$ cat src/design/fdsc_pkg.sv
// shared types, constants and helpers for the fan duty slowdown controller
package fdsc_pkg;

    localparam int DUTY_W  = 10;
    localparam int RPM_W   = 18;
    localparam int SLOW_W  = 17;
    localparam int PULSE_W = 13;
    localparam int LEVEL_W = 10;
    localparam int MODE_W  = 2;
    localparam int ADDR_W  = 4;
    localparam int DATA_W  = 32;

    localparam logic [DUTY_W-1:0]  DUTY_FULL = 10'd1000;
    localparam logic [RPM_W-1:0]   RPM_MAX   = '1;
    localparam logic [LEVEL_W-1:0] LEVEL_MAX = '1;

    localparam logic [DUTY_W-1:0] MIN_RUN_RESET    = 10'd230;
    localparam logic [DUTY_W-1:0] STARTUP_RESET    = 10'd300;
    localparam logic [RPM_W-1:0]  STARTUP_RPM_RESET = 18'd100;
    localparam logic [SLOW_W-1:0] SLOW_DELAY_RESET = 17'd90000;

    typedef enum logic [MODE_W-1:0] {
        EV_TICK    = 2'd0,
        EV_TACH    = 2'd1,
        EV_REQUEST = 2'd2
    } event_t;

    typedef enum logic [1:0] {
        FAN_OFF     = 2'd0,
        FAN_STARTUP = 2'd1,
        FAN_RUNNING = 2'd2
    } fan_state_t;

    typedef enum logic [1:0] {
        REG_MIN_RUN     = 2'd0,
        REG_STARTUP     = 2'd1,
        REG_STARTUP_RPM = 2'd2,
        REG_SLOW_DELAY  = 2'd3
    } reg_index_t;

    typedef struct packed {
        logic [DUTY_W-1:0] min_running_duty;
        logic [DUTY_W-1:0] startup_duty;
        logic [RPM_W-1:0]  min_startup_rpm;
        logic [SLOW_W-1:0] slowdown_delay_ms;
    } cfg_t;

    function automatic logic [DUTY_W-1:0] clamp_duty(input logic [DUTY_W-1:0] d);
        return (d > DUTY_FULL) ? DUTY_FULL : d;
    endfunction

endpackage

$ cat src/design/fdsc_if.sv
// event and result channel interfaces
interface fdsc_evt_if;
    import fdsc_pkg::*;

    logic              valid;
    logic              ready;
    logic [MODE_W-1:0] mode;
    logic [DUTY_W-1:0] requested_duty;

    modport source (output valid, mode, requested_duty, input ready);
    modport sink (input valid, mode, requested_duty, output ready);
endinterface

interface fdsc_res_if;
    import fdsc_pkg::*;

    logic               valid;
    logic               ready;
    logic [LEVEL_W-1:0] pwm_level;
    logic               power_on;
    logic [1:0]         fan_state;
    logic [DUTY_W-1:0]  current_duty;
    logic               rpm_valid;
    logic               fan_on;
    logic               fan_spinning;
    logic [RPM_W-1:0]   rpm;

    modport source (output valid, pwm_level, power_on, fan_state, current_duty, rpm_valid,
                    fan_on, fan_spinning, rpm, input ready);
    modport sink (input valid, pwm_level, power_on, fan_state, current_duty, rpm_valid,
                  fan_on, fan_spinning, rpm, output ready);
endinterface

$ cat src/design/fdsc_regs.sv
// apb configuration registers
module fdsc_regs (
    input  logic                      clk,
    input  logic                      rst_n,
    input  logic                      psel,
    input  logic                      penable,
    input  logic                      pwrite,
    input  logic [fdsc_pkg::ADDR_W-1:0] paddr,
    input  logic [fdsc_pkg::DATA_W-1:0] pwdata,
    output logic [fdsc_pkg::DATA_W-1:0] prdata,
    output logic                      pready,
    output fdsc_pkg::cfg_t            cfg
);
    import fdsc_pkg::*;

    cfg_t       cfg_reg;
    reg_index_t index;
    logic       wr_en;

    assign index  = reg_index_t'(paddr[3:2]);
    assign wr_en  = psel && penable && pwrite;
    assign pready = 1'b1;
    assign cfg    = cfg_reg;

    always_ff @(posedge clk or negedge rst_n)
    begin
        if (!rst_n)
        begin
            cfg_reg.min_running_duty  <= MIN_RUN_RESET;
            cfg_reg.startup_duty      <= STARTUP_RESET;
            cfg_reg.min_startup_rpm   <= STARTUP_RPM_RESET;
            cfg_reg.slowdown_delay_ms <= SLOW_DELAY_RESET;
        end
        else if (wr_en)
        begin
            unique case (index)
                REG_MIN_RUN:     cfg_reg.min_running_duty  <= pwdata[DUTY_W-1:0];
                REG_STARTUP:     cfg_reg.startup_duty      <= pwdata[DUTY_W-1:0];
                REG_STARTUP_RPM: cfg_reg.min_startup_rpm   <= pwdata[RPM_W-1:0];
                REG_SLOW_DELAY:  cfg_reg.slowdown_delay_ms <= pwdata[SLOW_W-1:0];
                default:         ;
            endcase
        end
    end

    always_comb
    begin
        unique case (index)
            REG_MIN_RUN:     prdata = DATA_W'(cfg_reg.min_running_duty);
            REG_STARTUP:     prdata = DATA_W'(cfg_reg.startup_duty);
            REG_STARTUP_RPM: prdata = DATA_W'(cfg_reg.min_startup_rpm);
            REG_SLOW_DELAY:  prdata = DATA_W'(cfg_reg.slowdown_delay_ms);
            default:         prdata = '0;
        endcase
    end

endmodule

$ cat src/design/fan_duty_slowdown_controller_top.sv
// fan duty controller top level: event handling, slowdown timer, rpm window, result register
// One event (1 ms tick, tach edge or duty request) is accepted every clock cycle unless a
// held result stalls it, and yields exactly one result, which appears in the output register
// on the cycle after the request is taken and stays there until the sink takes it; while it
// waits, the next request is still accepted if the sink is ready in the same cycle. A
// single pass of state update and duty to PWM scaling (one constant multiplier) lies
// between the state and result registers. There is no clearing pass after reset.
module fan_duty_slowdown_controller_top #(
    parameter int PWM_BITS      = 10,
    parameter int RPM_WINDOW_MS = 1000
) (
    input  logic                        clk,
    input  logic                        rst_n,
    input  logic                        psel,
    input  logic                        penable,
    input  logic                        pwrite,
    input  logic [fdsc_pkg::ADDR_W-1:0] paddr,
    input  logic [fdsc_pkg::DATA_W-1:0] pwdata,
    output logic [fdsc_pkg::DATA_W-1:0] prdata,
    output logic                        pready,
    fdsc_evt_if.sink                    evt,
    fdsc_res_if.source                  res
);
    import fdsc_pkg::*;

    localparam int WIN_W   = $clog2(RPM_WINDOW_MS);
    localparam logic [WIN_W-1:0] WIN_LAST = WIN_W'(RPM_WINDOW_MS - 1);
    localparam int FACT    = 60000 / RPM_WINDOW_MS;
    localparam int FACT_W  = $clog2(FACT + 1);
    localparam int REVS_W  = PULSE_W - 1;
    localparam int RAW_W   = REVS_W + FACT_W + 1;
    localparam int SHIFT   = 20;
    localparam int SCALE_W = PWM_BITS + 11;
    localparam logic [SCALE_W-1:0] SCALE_M =
        SCALE_W'(((64'd1 << (SHIFT + PWM_BITS)) + 64'd999) / 64'd1000);
    localparam int PROD_W  = DUTY_W + SCALE_W;
    localparam int Q_W     = PWM_BITS + 1;
    localparam int EXT_W   = (PWM_BITS > LEVEL_W) ? PWM_BITS : LEVEL_W;

    cfg_t cfg;

    fan_state_t          state_reg, state_next;
    logic [DUTY_W-1:0]   set_duty_reg, set_duty_next;
    logic [DUTY_W-1:0]   queued_duty_reg, queued_duty_next;
    logic                pending_reg, pending_next;
    logic [SLOW_W-1:0]   slow_reg, slow_next;
    logic [WIN_W-1:0]    window_reg, window_next;
    logic [PULSE_W-1:0]  pulse_reg, pulse_next;
    logic [RPM_W-1:0]    last_rpm_reg, last_rpm_next;
    logic [PWM_BITS-1:0] pwm_reg, pwm_next;
    logic                power_reg, power_next;

    logic                res_valid_reg;
    logic [LEVEL_W-1:0]  level_reg;
    logic                power_out_reg;
    logic [1:0]          state_out_reg;
    logic [DUTY_W-1:0]   duty_out_reg;
    logic                rpm_valid_reg, fan_on_reg, spin_reg;
    logic [RPM_W-1:0]    rpm_out_reg;

    logic                accept;
    logic [DUTY_W-1:0]   req_c, minr, corr, drive_val, scale_duty;
    logic                drive_en, turn_off, hold;
    logic                rpm_valid_c, fan_on_c, spin_c;
    logic [RPM_W-1:0]    rpm_c, rpm_sat;
    logic [REVS_W-1:0]   revs;
    logic [RAW_W-1:0]    rpm_raw;
    logic [SLOW_W-1:0]   slow_inc;
    logic [PROD_W-1:0]   scale_prod;
    logic [Q_W-1:0]      scale_q;
    logic [PWM_BITS-1:0] pwm_new;
    logic [EXT_W-1:0]    pwm_ext;
    logic [LEVEL_W-1:0]  level_c;

    fdsc_regs u_regs (
        .clk     (clk),
        .rst_n   (rst_n),
        .psel    (psel),
        .penable (penable),
        .pwrite  (pwrite),
        .paddr   (paddr),
        .pwdata  (pwdata),
        .prdata  (prdata),
        .pready  (pready),
        .cfg     (cfg)
    );

    assign evt.ready = !res_valid_reg || res.ready;
    assign accept    = evt.valid && evt.ready;

    assign req_c    = clamp_duty(evt.requested_duty);
    assign minr     = clamp_duty(cfg.min_running_duty);
    assign corr     = (req_c > minr) ? req_c : minr;
    assign revs     = pulse_reg[PULSE_W-1:1];
    assign rpm_raw  = RAW_W'(revs) * RAW_W'(FACT);
    assign rpm_sat  = (rpm_raw > RAW_W'(RPM_MAX)) ? RPM_MAX : rpm_raw[RPM_W-1:0];
    assign slow_inc = (slow_reg == '1) ? slow_reg : slow_reg + 1'b1;

    always_comb
    begin
        state_next       = state_reg;
        set_duty_next    = set_duty_reg;
        queued_duty_next = queued_duty_reg;
        pending_next     = pending_reg;
        slow_next        = slow_reg;
        window_next      = window_reg;
        pulse_next       = pulse_reg;
        last_rpm_next    = last_rpm_reg;
        power_next       = power_reg;
        drive_en         = 1'b0;
        drive_val        = set_duty_reg;
        turn_off         = 1'b0;
        hold             = 1'b0;
        rpm_valid_c      = 1'b0;
        fan_on_c         = 1'b0;
        spin_c           = 1'b0;
        rpm_c            = '0;
        if (accept)
        begin
            case (evt.mode)
                EV_TICK:
                begin
                    if (window_reg == WIN_LAST)
                    begin
                        window_next   = '0;
                        pulse_next    = '0;
                        last_rpm_next = rpm_sat;
                        rpm_valid_c   = 1'b1;
                        if (state_reg != FAN_OFF)
                        begin
                            fan_on_c = 1'b1;
                            if (revs != '0)
                            begin
                                spin_c = 1'b1;
                                rpm_c  = rpm_sat;
                            end
                        end
                    end
                    else
                    begin
                        window_next = window_reg + 1'b1;
                    end
                    if (pending_reg)
                    begin
                        slow_next = slow_inc;
                        if (slow_inc >= cfg.slowdown_delay_ms)
                        begin
                            if (queued_duty_reg == '0)
                            begin
                                turn_off      = 1'b1;
                                state_next    = FAN_OFF;
                                set_duty_next = '0;
                                power_next    = 1'b0;
                            end
                            else
                            begin
                                drive_en  = 1'b1;
                                drive_val = queued_duty_reg;
                            end
                            queued_duty_next = '0;
                            pending_next     = 1'b0;
                        end
                    end
                end
                EV_TACH:
                begin
                    if (pulse_reg != '1)
                    begin
                        pulse_next = pulse_reg + 1'b1;
                    end
                end
                EV_REQUEST:
                begin
                    if (req_c == '0)
                    begin
                        if (state_reg != FAN_OFF)
                        begin
                            pending_next = 1'b1;
                            if (!(pending_reg && queued_duty_reg == '0))
                            begin
                                queued_duty_next = '0;
                                slow_next        = '0;
                            end
                        end
                    end
                    else
                    begin
                        if (last_rpm_reg < cfg.min_startup_rpm)
                        begin
                            state_next = FAN_STARTUP;
                        end
                        else
                        begin
                            state_next = FAN_RUNNING;
                            hold = (corr == set_duty_reg) && pending_reg
                                   && (req_c == queued_duty_reg);
                        end
                        if (!hold)
                        begin
                            if (corr > set_duty_reg)
                            begin
                                drive_en  = 1'b1;
                                drive_val = corr;
                            end
                            else
                            begin
                                pending_next = 1'b1;
                                if (!(pending_reg && queued_duty_reg == corr))
                                begin
                                    queued_duty_next = corr;
                                    slow_next        = '0;
                                end
                            end
                        end
                    end
                end
                default: ;
            endcase
        end
        if (drive_en)
        begin
            power_next    = 1'b1;
            set_duty_next = drive_val;
        end
    end

    // duty in tenths of percent to pwm compare value, via a rounded-up fixed-point reciprocal of 1000
    assign scale_duty = (state_next == FAN_STARTUP) ? clamp_duty(cfg.startup_duty) : drive_val;
    assign scale_prod = PROD_W'(scale_duty) * PROD_W'(SCALE_M);
    assign scale_q    = scale_prod[SHIFT +: Q_W];
    assign pwm_new    = scale_q[PWM_BITS] ? '1 : scale_q[PWM_BITS-1:0];

    always_comb
    begin
        if (drive_en)
        begin
            pwm_next = pwm_new;
        end
        else if (turn_off)
        begin
            pwm_next = '0;
        end
        else
        begin
            pwm_next = pwm_reg;
        end
    end

    assign pwm_ext = EXT_W'(pwm_next);
    assign level_c = (pwm_ext > EXT_W'(LEVEL_MAX)) ? LEVEL_MAX : pwm_ext[LEVEL_W-1:0];

    always_ff @(posedge clk or negedge rst_n)
    begin
        if (!rst_n)
        begin
            state_reg       <= FAN_OFF;
            set_duty_reg    <= '0;
            queued_duty_reg <= '0;
            pending_reg     <= 1'b0;
            slow_reg        <= '0;
            window_reg      <= '0;
            pulse_reg       <= '0;
            last_rpm_reg    <= '0;
            pwm_reg         <= '0;
            power_reg       <= 1'b0;
            res_valid_reg   <= 1'b0;
        end
        else
        begin
            state_reg       <= state_next;
            set_duty_reg    <= set_duty_next;
            queued_duty_reg <= queued_duty_next;
            pending_reg     <= pending_next;
            slow_reg        <= slow_next;
            window_reg      <= window_next;
            pulse_reg       <= pulse_next;
            last_rpm_reg    <= last_rpm_next;
            pwm_reg         <= pwm_next;
            power_reg       <= power_next;
            if (accept)
            begin
                res_valid_reg <= 1'b1;
            end
            else if (res.ready)
            begin
                res_valid_reg <= 1'b0;
            end
        end
    end

    // result payload
    always_ff @(posedge clk)
    begin
        if (accept)
        begin
            level_reg     <= level_c;
            power_out_reg <= power_next;
            state_out_reg <= state_next;
            duty_out_reg  <= set_duty_next;
            rpm_valid_reg <= rpm_valid_c;
            fan_on_reg    <= fan_on_c;
            spin_reg      <= spin_c;
            rpm_out_reg   <= rpm_c;
        end
    end

    assign res.valid        = res_valid_reg;
    assign res.pwm_level    = level_reg;
    assign res.power_on     = power_out_reg;
    assign res.fan_state    = state_out_reg;
    assign res.current_duty = duty_out_reg;
    assign res.rpm_valid    = rpm_valid_reg;
    assign res.fan_on       = fan_on_reg;
    assign res.fan_spinning = spin_reg;
    assign res.rpm          = rpm_out_reg;

endmodule
$ cat src/flat_wrapper.sv
// flat-port wrapper written by rule: the top's interface ports become plain ports
module fan_duty_slowdown_controller_top_flat import fdsc_pkg::*;
#(
    parameter int PWM_BITS      = 10,
    parameter int RPM_WINDOW_MS = 1000
)
  (clk, rst_n, psel, penable, pwrite, paddr, pwdata, prdata, pready, evt_valid, evt_mode, evt_requested_duty, evt_ready, res_valid, res_pwm_level, res_power_on, res_fan_state, res_current_duty, res_rpm_valid, res_fan_on, res_fan_spinning, res_rpm, res_ready);
  fdsc_evt_if evt_i ();
  fdsc_res_if res_i ();
  input  logic clk;
  input  logic rst_n;
  input  logic psel;
  input  logic penable;
  input  logic pwrite;
  input  logic [fdsc_pkg::ADDR_W-1:0] paddr;
  input  logic [fdsc_pkg::DATA_W-1:0] pwdata;
  output logic [fdsc_pkg::DATA_W-1:0] prdata;
  output logic pready;
  input wire logic [$bits(evt_i.valid)-1:0] evt_valid;
  input wire logic [$bits(evt_i.mode)-1:0] evt_mode;
  input wire logic [$bits(evt_i.requested_duty)-1:0] evt_requested_duty;
  output wire logic [$bits(evt_i.ready)-1:0] evt_ready;
  output wire logic [$bits(res_i.valid)-1:0] res_valid;
  output wire logic [$bits(res_i.pwm_level)-1:0] res_pwm_level;
  output wire logic [$bits(res_i.power_on)-1:0] res_power_on;
  output wire logic [$bits(res_i.fan_state)-1:0] res_fan_state;
  output wire logic [$bits(res_i.current_duty)-1:0] res_current_duty;
  output wire logic [$bits(res_i.rpm_valid)-1:0] res_rpm_valid;
  output wire logic [$bits(res_i.fan_on)-1:0] res_fan_on;
  output wire logic [$bits(res_i.fan_spinning)-1:0] res_fan_spinning;
  output wire logic [$bits(res_i.rpm)-1:0] res_rpm;
  input wire logic [$bits(res_i.ready)-1:0] res_ready;
  assign evt_i.valid = evt_valid;
  assign evt_i.mode = evt_mode;
  assign evt_i.requested_duty = evt_requested_duty;
  assign evt_ready = evt_i.ready;
  assign res_valid = res_i.valid;
  assign res_pwm_level = res_i.pwm_level;
  assign res_power_on = res_i.power_on;
  assign res_fan_state = res_i.fan_state;
  assign res_current_duty = res_i.current_duty;
  assign res_rpm_valid = res_i.rpm_valid;
  assign res_fan_on = res_i.fan_on;
  assign res_fan_spinning = res_i.fan_spinning;
  assign res_rpm = res_i.rpm;
  assign res_i.ready = res_ready;
  fan_duty_slowdown_controller_top #(.PWM_BITS(PWM_BITS), .RPM_WINDOW_MS(RPM_WINDOW_MS)) u_core (.clk(clk), .rst_n(rst_n), .psel(psel), .penable(penable), .pwrite(pwrite), .paddr(paddr), .pwdata(pwdata), .prdata(prdata), .pready(pready), .evt(evt_i), .res(res_i));
endmodule
$ cat config.mk
export PLATFORM = sky130hd
export DESIGN_NAME = fan_duty_slowdown_controller_top_flat
export DESIGN_NICKNAME = d
export VERILOG_FILES = /design/src/design/fdsc_pkg.sv /design/src/design/fdsc_if.sv /design/src/design/fdsc_regs.sv /design/src/design/fan_duty_slowdown_controller_top.sv /design/src/flat_wrapper.sv
export SDC_FILE = /design/constraint.sdc
export NUM_CORES = 1
export LEC_CHECK = 0
export BUFFER_PORTS_ARGS = -buffer_cell sky130_fd_sc_hd__buf_2
export CAP_MARGIN = 20
export CORE_MARGIN = 5
export CORE_UTILIZATION = 45
export DETAILED_ROUTE_END_ITERATION = 6
export PLACE_DENSITY = 0.68
export SLEW_MARGIN = 20
export SYNTH_ARGS = -nofsm -noshare
export SYNTH_HDL_FRONTEND = slang
export SYNTH_SLANG_ARGS = --single-unit
$ cat constraint.sdc
create_clock -name clk -period 9 [get_ports clk]
set_input_delay 0 -clock clk [delete_from_list [all_inputs] [get_ports clk]]
set_output_delay 0 -clock clk [all_outputs]
set_load 0.01 [all_outputs]
# Word level (Yosys, flattened, before mapping)
# Cells that the tools add are included.
dict set report word_totals {
  register_bits 192
}
dict set report classes {
  add_sub_neg 3
  n_mul 2
  magnitude_cmp 9
  n_eq_ne 21
  muxes 88
  reduce_logical 31
}
# op count
set op_table {}
lappend op_table {{10-bit 2-to-1 mux} 30}
lappend op_table {{17-bit 2-to-1 mux} 8}
lappend op_table {{32-bit one-hot mux with 4 select lines} 1}
lappend op_table {{10-bit > comparator, second input constant} 4}
lappend op_table {{10-bit one-hot mux with 2 select lines} 2}
lappend op_table {{17-bit one-hot mux with 2 select lines} 1}
lappend op_table {{1-bit 2-to-1 mux} 33}
lappend op_table {{10-bit == test} 3}
lappend op_table {{10-bit by 20-bit multiplier with 30-bit output, second input constant} 1}
lappend op_table {{13-bit 2-to-1 mux} 2}
lappend op_table {{13-bit one-hot mux with 2 select lines} 1}
lappend op_table {{10-bit > comparator} 2}
lappend op_table {{10-bit zero test} 2}
lappend op_table {{18-bit > comparator, second input constant} 1}
lappend op_table {{18-bit less-than comparator} 1}
lappend op_table {{18-bit 2-to-1 mux} 1}
lappend op_table {{17-bit by 1-bit adder with 17-bit output, second input constant} 1}
lappend op_table {{17-bit == test, second input constant} 1}
lappend op_table {{17-bit greater-or-equal comparator} 1}
lappend op_table {{12-bit by 4-bit multiplier with 16-bit output, second input constant} 1}
lappend op_table {{13-bit by 1-bit adder with 13-bit output, second input constant} 1}
lappend op_table {{13-bit inequality test, second input constant} 1}
lappend op_table {{2-bit 2-to-1 mux} 6}
lappend op_table {{3-bit by 2-bit inequality test with 1-bit output, second input constant} 4}
lappend op_table {{20 further kinds} 45}

# Logic depth before layout (Yosys ltp)
# Gate-level depths: netlist of the first run.
dict set report depth {
  ltp_word 20
  mapped_depth 50
}

# Modules after synthesis
# Synthesis of the first run repeated with hierarchy kept, for this count alone.
dict set report unflattened {
  hier_cells 1472
  area_unflattened_um2 14675.3
}
# module n_inst cells_each area_per_inst_um2 seq_area_each_um2
set by_module_without_submodules {}
lappend by_module_without_submodules {fan_duty_slowdown_controller_top 1 1306 12037.8 3538.4}
lappend by_module_without_submodules {fdsc_regs 1 166 2637.5 1402.6}

# Worst setup path after synthesis of the first run
# Ideal clock, no wire load.
dict set report synth_path {
  path_kind {reg-to-reg}
  from {reg u_core.slow_reg[0]}
  to {reg u_core.level_reg[4] (netlist: u_core.res.pwm_level[4]) (data pin)}
  t_arrival_ps 9416
  required_time_ps 8740
  setup_slack_ps -677
  stages_incl_launch_ff 41
  path_buffers 2
  cell_sequence {dfrtp_1 ha_1 nand3_1 nor3_1 and4_1 nand2_1 nand3_1 nor4_1 nand3_1 nor2_1 xor2_1 ha_1 and4_1 nand4_1 o211ai_1 o31ai_1 o21a_1 a2bb2oi_2 [... 5 more ...] fa_1 inv_1 fa_1 fa_1 ha_1 ha_1 a21o_1 a21oi_1 o21bai_1 a211o_1 a21o_1 a221oi_1 a21oi_1 a31o_2 o41ai_4 o21a_2 buf_4 a21oi_1}
}
dict set report synth_between {
  elab_chain_len 13
  word_cells_on_any_way 27
  classes_between {1 x add/sub; 1 x mul; 2 x order compare; 2 x eq/ne; 21 x mux}
}
# item line_no
set synth_lines {}
lappend synth_lines {{from (decl)} fan_duty_slowdown_controller_top.sv:46} ;# logic [SLOW_W-1:0] slow_reg, slow_next;
lappend synth_lines {{from (signal assigned)} fan_duty_slowdown_controller_top.sv:274} ;# slow_reg <= slow_next;
lappend synth_lines {{17-bit by 1-bit adder with 17-bit output / 17-bit == test (equally long branches)} fan_duty_slowdown_controller_top.sv:97} ;# assign slow_inc = (slow_reg == '1) ? slow_reg : slow_reg + 1'b1;
lappend synth_lines {{17-bit 2-to-1 mux (*)} fan_duty_slowdown_controller_top.sv:97}
lappend synth_lines {{17-bit greater-or-equal comparator (*)} fan_duty_slowdown_controller_top.sv:146} ;# if (slow_inc >= cfg.slowdown_delay_ms)
lappend synth_lines {{2-bit 2-to-1 mux} fan_duty_slowdown_controller_top.sv:146}
lappend synth_lines {{2-bit 2-to-1 mux} fan_duty_slowdown_controller_top.sv:143} ;# if (pending_reg)
lappend synth_lines {{2-bit one-hot mux with 2 select lines} fan_duty_slowdown_controller_top.sv:120} ;# case (evt.mode)
lappend synth_lines {{2-bit 2-to-1 mux} fan_duty_slowdown_controller_top.sv:118} ;# if (accept)
lappend synth_lines {{2-bit by 1-bit == test with 1-bit output} fan_duty_slowdown_controller_top.sv:228} ;# assign scale_duty = (state_next == FAN_STARTUP) ? clamp_duty(cfg.startup_duty) : drive_val;
lappend synth_lines {{10-bit 2-to-1 mux} fan_duty_slowdown_controller_top.sv:228}
lappend synth_lines {{10-bit by 20-bit multiplier with 30-bit output} fan_duty_slowdown_controller_top.sv:229} ;# assign scale_prod = PROD_W'(scale_duty) * PROD_W'(SCALE_M);
lappend synth_lines {{10-bit 2-to-1 mux} fan_duty_slowdown_controller_top.sv:231} ;# assign pwm_new = scale_q[PWM_BITS] ? '1 : scale_q[PWM_BITS-1:0];
lappend synth_lines {{10-bit 2-to-1 mux (*)} fan_duty_slowdown_controller_top.sv:235} ;# if (drive_en)
lappend synth_lines {{10-bit > comparator} fan_duty_slowdown_controller_top.sv:250} ;# assign level_c = (pwm_ext > EXT_W'(LEVEL_MAX)) ? LEVEL_MAX : pwm_ext[LEVEL_W-1:0];
lappend synth_lines {{to (signal assigned)} fan_duty_slowdown_controller_top.sv:296} ;# level_reg <= level_c;
lappend synth_lines {{to (decl)} fan_duty_slowdown_controller_top.sv:54} ;# logic [LEVEL_W-1:0] level_reg;
# Mark *: on every way between the ends. The rest lies on a longest branch, timed or not.
# A chain may end at the register's enable or synchronous reset.

# Worst setup path in the final report of the first run
dict set report layout_path {
  from {reg u_core.u_regs.cfg_reg, in the netlist u_core.u_regs.cfg[51]}
  to {reg u_core.level_reg[9] (netlist: u_core.res.pwm_level[9]) (data pin)}
}
dict set report layout_between {
  elab_chain_len 20
  word_cells_on_any_way 27
  classes_between {1 x mul; 4 x order compare; 1 x eq/ne; 19 x mux; 2 x reduce/logical}
}
# item line_no
set layout_lines {}
lappend layout_lines {{from (decl)} fdsc_regs.sv:16} ;# cfg_t cfg_reg;
lappend layout_lines {{10-bit > comparator} fdsc_pkg.sv:49} ;# return (d > DUTY_FULL) ? DUTY_FULL : d;
lappend layout_lines {{10-bit 2-to-1 mux (*)} fdsc_pkg.sv:49}
lappend layout_lines {{10-bit > comparator} fan_duty_slowdown_controller_top.sv:93} ;# assign corr = (req_c > minr) ? req_c : minr;
lappend layout_lines {{10-bit 2-to-1 mux (*)} fan_duty_slowdown_controller_top.sv:93}
lappend layout_lines {{10-bit == test} fan_duty_slowdown_controller_top.sv:195} ;# hold = (corr == set_duty_reg) && pending_reg
lappend layout_lines {{1-bit logical AND} fan_duty_slowdown_controller_top.sv:195}
lappend layout_lines {{1-bit logical AND} fan_duty_slowdown_controller_top.sv:196} ;# && (req_c == queued_duty_reg);
lappend layout_lines {{1-bit 2-to-1 mux} fan_duty_slowdown_controller_top.sv:188} ;# if (last_rpm_reg < cfg.min_startup_rpm)
lappend layout_lines {{[... 4 more ...]} --}
lappend layout_lines {{10-bit 2-to-1 mux} fan_duty_slowdown_controller_top.sv:174} ;# if (req_c == '0)
lappend layout_lines {{10-bit one-hot mux with 2 select lines} fan_duty_slowdown_controller_top.sv:120}
lappend layout_lines {{10-bit 2-to-1 mux} fan_duty_slowdown_controller_top.sv:118}
lappend layout_lines {{10-bit 2-to-1 mux} fan_duty_slowdown_controller_top.sv:228}
lappend layout_lines {{10-bit by 20-bit multiplier with 30-bit output} fan_duty_slowdown_controller_top.sv:229}
lappend layout_lines {{10-bit 2-to-1 mux} fan_duty_slowdown_controller_top.sv:231}
lappend layout_lines {{10-bit 2-to-1 mux (*)} fan_duty_slowdown_controller_top.sv:235}
lappend layout_lines {{10-bit > comparator} fan_duty_slowdown_controller_top.sv:250}
# Mark *: on every way between the ends. The rest lies on a longest branch, timed or not. The select of a mux whose other input is x is not followed.

==> results of run 1 <==
## cell usage after synthesis (5+ instances only)
library cell and n:
ha_1 176, mux2_2 54, a21oi_1 85, xor2_1 23, o31ai_1 9, mux2_1 5
dfstp_2 21, mux2i_1 19, clkbuf_1 34, xnor2_1 43, a31oi_1 9, fa_1 49
o21bai_1 14, a21o_1 25, nor3b_1 6, nor2_1 91, nor2b_1 17, or3_1 6
nand4_1 16, buf_4 18, mux4_2 10, nand2_1 135, nor3_1 19, and2_1 6
inv_1 172, edfxtp_1 42, o21ai_0 87, nand3_1 50, o22ai_1 5, or4_1 7
and4_1 7, dfrtp_1 125, nand2b_1 9, and3_1 12, nor4_1 6, o21a_1 9
buf_2 5
## area by class of cell
cell class,count,area share
Inverter,172,0.0361
Sequential cell,188,0.276
Tap cell,402,0.0281
Clock buffer,18,0.0245
Clock inverter,14,0.00992
Multi-Input combinational cell,1090,0.508
Timing Repair Buffer,299,0.117
## worst max path at each step
stage	end	slack [ns]	depth (start not counted)	from
2_1_floorplan	u_core.res.pwm_level[4]	-0.14	45	u_core.u_regs.cfg[51]
3_3_place_gp	u_core.res.pwm_level[9]	-0.21	39	u_core.u_regs.cfg[51]
3_5_place_dp	u_core.res.pwm_level[9]	-0.45	39	u_core.u_regs.cfg[51]
4_1_cts	u_core.res.pwm_level[9]	-0.06	41	u_core.u_regs.cfg[51]
5_1_grt	u_core.res.pwm_level[9]	-0.69	42	u_core.u_regs.cfg[51]
6_report	u_core.res.pwm_level[9]	-0.18	40	u_core.u_regs.cfg[51]
## routing by layer
layer	global-route usage	vias up	part of all wire	routed length [um]
li1	-	5689	-	-
met1	0.316	5783	0.45	18400
met2	0.358	366	0.47	19100
met3	0.0327	68	0.051	2080
met4	0.0698	0	0.024	986
met5	0	-	0	0
## power breakdown
part / total (W) / internal [W] / switching, W
clock: 0.000797 / 0.000407 / 0.000389
combinational: 0.00449 / 0.00211 / 0.00238
sequential: 0.00123 / 0.00107 / 0.000162
## logic make-up after synthesis
kind of cell | synth area share
simple gates | 0.132
compound gates | 0.126
buf+inv | 0.0659
fa+ha+maj | 0.219
flops | 0.341
mux | 0.0744
xor+xnor | 0.0410
other cells | 0.000518
## layout by cell type (no fill, tap or decap), types with 25 or more instances in the layout
cell      netlist  final
a21o_1         25     25
a21oi_1        85     62
buf_2           5    100
buf_4          18    166
dfrtp_1       125    125
edfxtp_1       42     42
fa_1           49     49
ha_1          176    171
inv_1         172    168
mux2_2         54     54
nand2_1       135    133
nand3_1        50     48
nor2_1         91     87
o21ai_0        87     81
xnor2_1        43     41
## metrics by stage
| step | hold slack (ns) | cells | setup TNS, ns |
|---|---|---|---|
| global route | 0.190 | 2183 | -11.69 |
| CTS | 0.127 | 2174 | -0.149 |
| floorplan | -0.296 | 1509 | -0.639 |
| detailed placement | 0.0927 | 2108 | -6.86 |
| global placement | 0.0869 | 2108 | -2.05 |
| finish | 0.131 | 2183 | -2.12 |
## repair_timing
action                     in CTS  in global routing
hold buffers                   22                  0
hold endpoints to repair      125                  0
setup endpoints to repair      20                 20
pin swaps                      11                 15
gates resized for setup        28                 42
buffers inserted               10                  8
gates cloned                    2                  1
## worst register-to-register path: cells and delay by family (launching register included)
| kind | cells | cell delay [ns] |
|---|---|---|
| AO/OA/AOI/OAI | 19 | 3.67 |
| adder cells (fa/ha/maj) | 8 | 2.78 |
| AND/OR/NAND/NOR | 5 | 0.76 |
| buffers and inverters | 6 | 0.73 |
| flip-flops | 1 | 0.56 |
| multiplexers | 2 | 0.46 |
==> qor.yml, run 1 <==
setup_slack_ns: -0.182
die-area_sq_mm: 0.0359
drt_drc_violations_left: 0
gp_congestion: 0.932
antenna_found_initial: 0
htree_levels: 4
worstSetupEndpointType: "register"
reg2regPathDepth: 40
crit_path_start_kind: "register"
drtPass1Iterations: 6
avgSynthCellArea_sq_um: 9.71
fp.dieH_um: 190
grt_pass1_vias: 11900
r2r-end: "u_core.res.pwm_level[9]"
yosysSeqAreaShare: 0.341
multi_input_area_sq_mm: 0.00910
critPathKind: "reg -> reg"
fmax_mhz: 109
fin_nets: 2048
overflow: 0
synth_cells: 1494
violations: "setup timing"
vias_per_cell: 5.45
yosys_most_used_dff: "dfrtp_1"
ys_seq_elements: 188
critPathSlowestCell: "dfstp_2"
regArea_sq_mm: 0.00494
min_to: "u_core.u_regs.cfg[28]"
synthDistinctLibCells: 78
cts_root_buf: "clkbuf_16"
fillCellCount: 2807
postPlaceCellArea_sq_mm: 0.0166
grt_pass1_wl_um: 64200
clockBufferDepth: 2
drv_slew: 0
final_cell_area_sq_mm: 0.0179
core.rowCount: 65
die_width_um: 190
largest_reg_flops: 55
critical_path.max_stage_delay_ns: 0.56
antenna_cells: 0
vias: 11900
r2r_start: "u_core.u_regs.cfg[51]"
clock_latency_ns: 0.45
port_buffers: 100
synthTopCellsByArea: "dfrtp_1 22%, ha_1 15%, edfxtp_1 8.7%"
finalCriticalPeriod_ns: 9.18
min_from: "penable"
rsz0062_at_grt: "yes"
power.density_mw_per_mm2: 364
reg2reg_slack_ns: -0.18
avgRoutedWirePerCell_um: 18.6
track_usage: 0.224
worst_pin_slew_ns: 0.935
cpLargestDelayFamily: "compound AO/OA/AOI/OAI gates"
power_w: 0.00652
syn_area_sq_mm: 0.0145
grt_max_degree: 76
post-place-ws_ns: -0.450
cp_num_buf_inv: 6
skew_ns: 0.0140
finalCritPeriodShare: 1.02
drive_above_1_share: 0.273
cts_tree: "done"
ir_drop_mv: 0.378
initial_core_util: 0.457
synthToLayoutAreaGrowth_pct: 23.4
cts_made_buffers: 17
io_pins: 134
holdPathStages: 4
p_leak_nw: 8.69
synth_warnings: 0
drt_wl_total_um: 40500
cts_sinks: 188
finish.utilization: 0.564
setup_viol_count_final: 18
dr.first_iter.drc_count: 699
netlist.area_leader.share: 0.216
synth.largest_area_cell: "dfrtp_1"
dpl.hpwl_um: 31100
coreArea_sq_mm: 0.0317
crit_fanout: 6
synth_enable_flop_cells: 42
postRouteAntennaNets: 0
clkTransAtPathRegs_ns: 0.08
min_path_type: "in -> reg"
worstPathArrival_ns: 9.38
max_slew_margin: 0.375
synthArstFlopShare: 0.777
cap_violations: 0
required_ns: 9.20
status: "complete, but fails checks"
final_hold_viol_count: 0
Power figures use the tool's default switching activity.
==> run 2: changes to the inputs <==
==> constraint.sdc (replaced) <==
create_clock -name clk -period 9 [get_ports clk]
set_input_delay 1.8 -clock clk [delete_from_list [all_inputs] [get_ports clk]]
set_output_delay 1.8 -clock clk [all_outputs]
set_load 0.01 [all_outputs]
==> qor.yml, run 2 (synthesized netlist as in run 1, its figures left out) <==
status: "complete, but fails checks"
violations: "setup timing"
ir_drop_mv: 0.418
min_path_type: "reg -> reg"
cts_sinks: 188
critPathKind: "in -> reg"
gp_congestion: 0.970
fillCellCount: 2737
largest_reg_flops: 55
drtPass1Iterations: 5
cpLargestDelayFamily: "compound AO/OA/AOI/OAI gates"
crit_fanout: 7
drive_above_1_share: 0.296
regArea_sq_mm: 0.00494
finish.utilization: 0.572
power.density_mw_per_mm2: 372
dpl.cell_count: 2162
crit_cells: 46
required_ns: 9.19
finalCritPeriodShare: 1.14
finalCriticalPeriod_ns: 10.25
vias: 12000
avgRoutedWirePerCell_um: 17.9
track_usage: 0.223
fin_nets: 2083
vias_per_cell: 5.41
cts_tree: "done"
port_buffers: 100
worstPathArrival_ns: 10.44
max_slew_margin: 0.398
final_cells: 2222
post-place-ws_ns: -1.86
timing.hold.ws_ns: 0.495
grt_pass1_vias: 12200
critPathSlowestCell: "fa_1"
drv_slew: 0
synthToLayoutAreaGrowth_pct: 25.1
worstSetupEndpointType: "register"
antenna_found_initial: 4
cts_root_buf: "clkbuf_16"
final_hold_viol_count: 0
p_leak_nw: 8.88
skew_ns: 0.0119
overflow: 0
fp.dieH_um: 190
holdPathStages: 2
r2r-end: "u_core.res.pwm_level[9]"
grt_max_degree: 80
worst_pin_slew_ns: 0.901
initial_core_util: 0.457
postRouteAntennaNets: 0
grt_pass1_wl_um: 64300
htree_levels: 4
r2r_start: "u_core.u_regs.cfg[54]"
coreArea_sq_mm: 0.0317
min_from: "u_core.last_rpm_reg[3]"
final_common_cell: "buf_4"
reg2regPathDepth: 44
io_pins: 134
clock_latency_ns: 0.45
cts_made_buffers: 17
drt_drc_violations_left: 0
multi_input_area_sq_mm: 0.00905
drt_wl_total_um: 39800
core.rowCount: 65
fmax_mhz: 97.6
cp_num_buf_inv: 11
min_to: "u_core.last_rpm_reg[3]"
critical_path.max_stage_delay_ns: 0.58
die_width_um: 190
setup_slack_ns: -1.25
dpl.hpwl_um: 31000
mostFrequentLayoutCells: "225 x buf_4, 167 x ha_1, 164 x inv_1, 134 x nand2_1, 125 x dfrtp_1"
reg2reg_slack_ns: -0.50
cap_violations: 0
clockBufferDepth: 2
dr.first_iter.drc_count: 968
rsz0062_at_grt: "yes"
crit_path_start_kind: "input pin"
clkTransAtPathRegs_ns: 0.08
setup_viol_count_final: 20
die-area_sq_mm: 0.0359
[run 2: cell count changes in the layout (fill, tap and decap cells not counted), moves of 3 or more]
cell | previous run | this run
diode_2 | 0 | 4
inv_1 | 168 | 164
buf_8 | 0 | 3
ha_1 | 171 | 167
dlygate4sd3_1 | 22 | 0
ha_4 | 5 | 8
buf_4 | 166 | 225
inv_2 | 4 | 7
buf_2 | 100 | 95
[run 2: tightest hold or removal path, delay by kind of cell (launching register included)]
family,cells,cell delay (ns)
DFF,1,0.36
and+or+nand+nor,2,0.11
[run 2: metrics by stage]
step / setup TNS, ns / total power [W] / instance area, sq um
final: -21.87 / 0.00675 / 18100
after global routing: -28.69 / 0.00739 / 18100
after CTS: -19.02 / 0.00655 / 17900
after detailed placement: -35.02 / 0.00563 / 17000
after global placement: -31.17 / 0.00552 / 17000
after floorplan: -26.92 / 0.00388 / 14700
[run 2: how the worst max path moves through the flow]
stage | startpoint | end
3_3_place_gp | evt_requested_duty[8] | u_core.res.pwm_level[9]
3_5_place_dp | evt_requested_duty[6] | u_core.res.pwm_level[9]
4_1_cts | evt_requested_duty[6] | u_core.res.pwm_level[9]
6_report | evt_requested_duty[9] | u_core.res.pwm_level[9]
5_1_grt | evt_requested_duty[9] | u_core.res.pwm_level[9]
2_1_floorplan | evt_requested_duty[7] | u_core.res.pwm_level[4]
[run 2: area by class of cell]
cell class | count | area share
antenna | 4 | 0.000552
clock buffer | 19 | 0.0250
clock inverter | 13 | 0.00924
inverter | 172 | 0.0357
multi-input combinational | 1088 | 0.499
sequential | 188 | 0.272
tap | 402 | 0.0277
timing repair buffer | 336 | 0.130
[run 2: metal layers]
layer	vias to the layer above	wire, um	GRT usage
met3	50	2140	0.0321
met5	-	0	0
met2	314	19300	0.375
met1	5889	17700	0.305
li1	5777	-	-
met4	0	718	0.0604
[run 2: timing repair]
action / 4_1_cts / 5_1_grt
setup buffers: 18 / 5
resized for setup: 32 / 47
cloned: 1 / 0
setup endpoints to repair: 20 / 20
hold buffers: 0 / 0
pin swaps: 19 / 20
[run 2: where the power goes]
group	internal, W	switching [W]	total [W]
clock	0.000417	0.000380	0.000797
combinational	0.00232	0.00240	0.00473
sequential	0.00107	0.000154	0.00122
==> run 3: changes to the inputs <==
--- a/config.mk
+++ b/config.mk
@@ -15,3 +15,4 @@
 export SYNTH_ARGS = -nofsm -noshare
 export SYNTH_HDL_FRONTEND = slang
 export SYNTH_SLANG_ARGS = --single-unit
+export TNS_END_PERCENT = 20
==> constraint.sdc (replaced) <==
create_clock -name clk -period 9 [get_ports clk]
set_input_delay 1.8 -clock clk [delete_from_list [all_inputs] [get_ports clk]]
set_output_delay 1.8 -clock clk [all_outputs]
set_load 0.005 [all_outputs]
==> qor.yml, run 3 (synthesized netlist as in run 1, its figures left out) <==
min_path_type: "reg -> reg"
gp_congestion: 0.946
final_common_cell: "buf_4"
fmax_mhz: 96.9
crit_path_start: "evt_requested_duty[6]"
avgRoutedWirePerCell_um: 18.0
dr.first_iter.drc_count: 828
overflow: 0
cts_sinks: 188
clkTransAtPathRegs_ns: 0.07
critPathKind: "in -> reg"
drtPass1Iterations: 5
min_to: "u_core.power_reg"
finalCriticalPeriod_ns: 10.32
critical_path.max_stage_delay_ns: 0.56
drt_drc_violations_left: 0
postRouteAntennaNets: 0
reg2regPathDepth: 43
drv_slew: 0
track_usage: 0.222
fin_nets: 2082
antenna_found_initial: 3
cts_hold_buf: 0
mostFrequentLayoutCells: "230 x buf_4, 165 x inv_1, 163 x ha_1, 131 x nand2_1, 125 x dfrtp_1"
r2r-end: "u_core.res.pwm_level[9]"
htree_levels: 4
cts_tree: "done"
crit_path_start_kind: "input pin"
fp.dieH_um: 190
initial_core_util: 0.457
worstPathArrival_ns: 10.52
r2r_start: "u_core.u_regs.cfg[51]"
crit_fanout: 8
holdPathStages: 2
cts_root_buf: "clkbuf_16"
vias_per_cell: 5.41
die-area_sq_mm: 0.0359
reg2reg_slack_ns: -0.47
clockBufferDepth: 2
die_width_um: 190
cts_made_buffers: 17
max_slew_margin: 0.288
largest_reg_flops: 55
synthToLayoutAreaGrowth_pct: 24.5
io_pins: 134
drt_wl_total_um: 39900
port_buffers: 100
min_from: "u_core.power_reg"
grt_max_degree: 99
setup_slack_ns: -1.32
vias: 12000
power.density_mw_per_mm2: 357
critPathSlowestCell: "fa_1"
final_hold_viol_count: 0
setup_viol_count_final: 20
drive_above_1_share: 0.293
coreArea_sq_mm: 0.0317
status: "complete, but fails checks"
p_leak_nw: 8.80
core.rowCount: 65
required_ns: 9.20
clock_latency_ns: 0.45
cap_violations: 0
finalCritPeriodShare: 1.15
power_w: 0.00645
grt_pass1_wl_um: 63800
dpl.hpwl_um: 30600
violations: "setup timing"
grt_pass1_vias: 12100
timing.hold.ws_ns: 0.490
skew_ns: 0.0148
worst_pin_slew_ns: 1.06
worstSetupEndpointType: "register"
ir_drop_mv: 0.305
rsz0062_at_grt: "yes"
run 3: cell types whose count changed in the layout (fill, tap and decap cells not counted), sizes merged:
cell | before | now
buf | 336 | 334
inv | 179 | 178
o21a | 10 | 11
diode | 4 | 3
bufinv | 1 | 0
clkbuf | 19 | 18
clkinvlp | 0 | 3
run 3: layout make-up:
class	count	area, sq um
Sequential cell	188	4940
Timing Repair Buffer	334	2320
Tap cell	402	503
Multi-Input combinational cell	1089	9080
Clock inverter	14	133
Antenna cell	3	7.51
Inverter	172	648
Fill cell	2788	13700
Clock buffer	18	429
run 3: how the worst max path moves through the flow:
| stage | endpoint | slack (ns) | cells past startpoint |
|---|---|---|---|
| after floorplan | u_core.res.pwm_level[4] | -1.48 | 47 |
| after global placement | u_core.res.pwm_level[9] | -1.65 | 41 |
| after detailed placement | u_core.res.pwm_level[9] | -1.80 | 42 |
| after CTS | u_core.res.pwm_level[9] | -1.13 | 48 |
| after global routing | u_core.res.pwm_level[9] | -1.59 | 48 |
| final | u_core.res.pwm_level[9] | -1.32 | 46 |
run 3: power by group:
| part | switching, W | total (W) | internal (W) |
|---|---|---|---|
| registers | 0.000151 | 0.00122 | 0.00107 |
| logic | 0.00226 | 0.00448 | 0.00221 |
| clock network | 0.000383 | 0.000749 | 0.000366 |
run 3: per-layer routing:
metal | vias up | global-route usage | routed length (um) | part of all wire
met4 | 0 | 0.0659 | 818 | 0.021
met3 | 51 | 0.0336 | 1960 | 0.049
met2 | 304 | 0.365 | 19200 | 0.48
met1 | 5884 | 0.305 | 17900 | 0.45
li1 | 5761 | - | - | -
met5 | - | 0 | 0 | 0
run 3: critical path, delay by kind of cell:
family / cells / cell delay, ns
AO/OA/AOI/OAI: 21 / 3.85
adder cells (fa/ha/maj): 8 / 2.84
buffers and inverters: 9 / 0.91
multiplexers: 3 / 0.73
AND/OR/NAND/NOR: 5 / 0.39
run 3: stage by stage:
stage	worst slack, ns	setup TNS [ns]	std cells	area (sq um)	utilization
after detailed placement	-1.80	-34.08	2157	16900	0.534
after global placement	-1.65	-30.90	2157	16900	0.534
after global routing	-1.59	-28.89	2220	18100	0.569
after floorplan	-1.48	-26.92	1509	14700	-
after CTS	-1.13	-20.45	2209	17800	0.560
final	-1.32	-23.10	2220	18100	0.569
run 3: repair_timing:
action / in CTS / in global routing
endpoints found under the setup margin: 20 / 20
gates resized for setup: 27 / 42
pin swaps: 19 / 29
buffers inserted: 20 / 8
cloned: 0 / 1
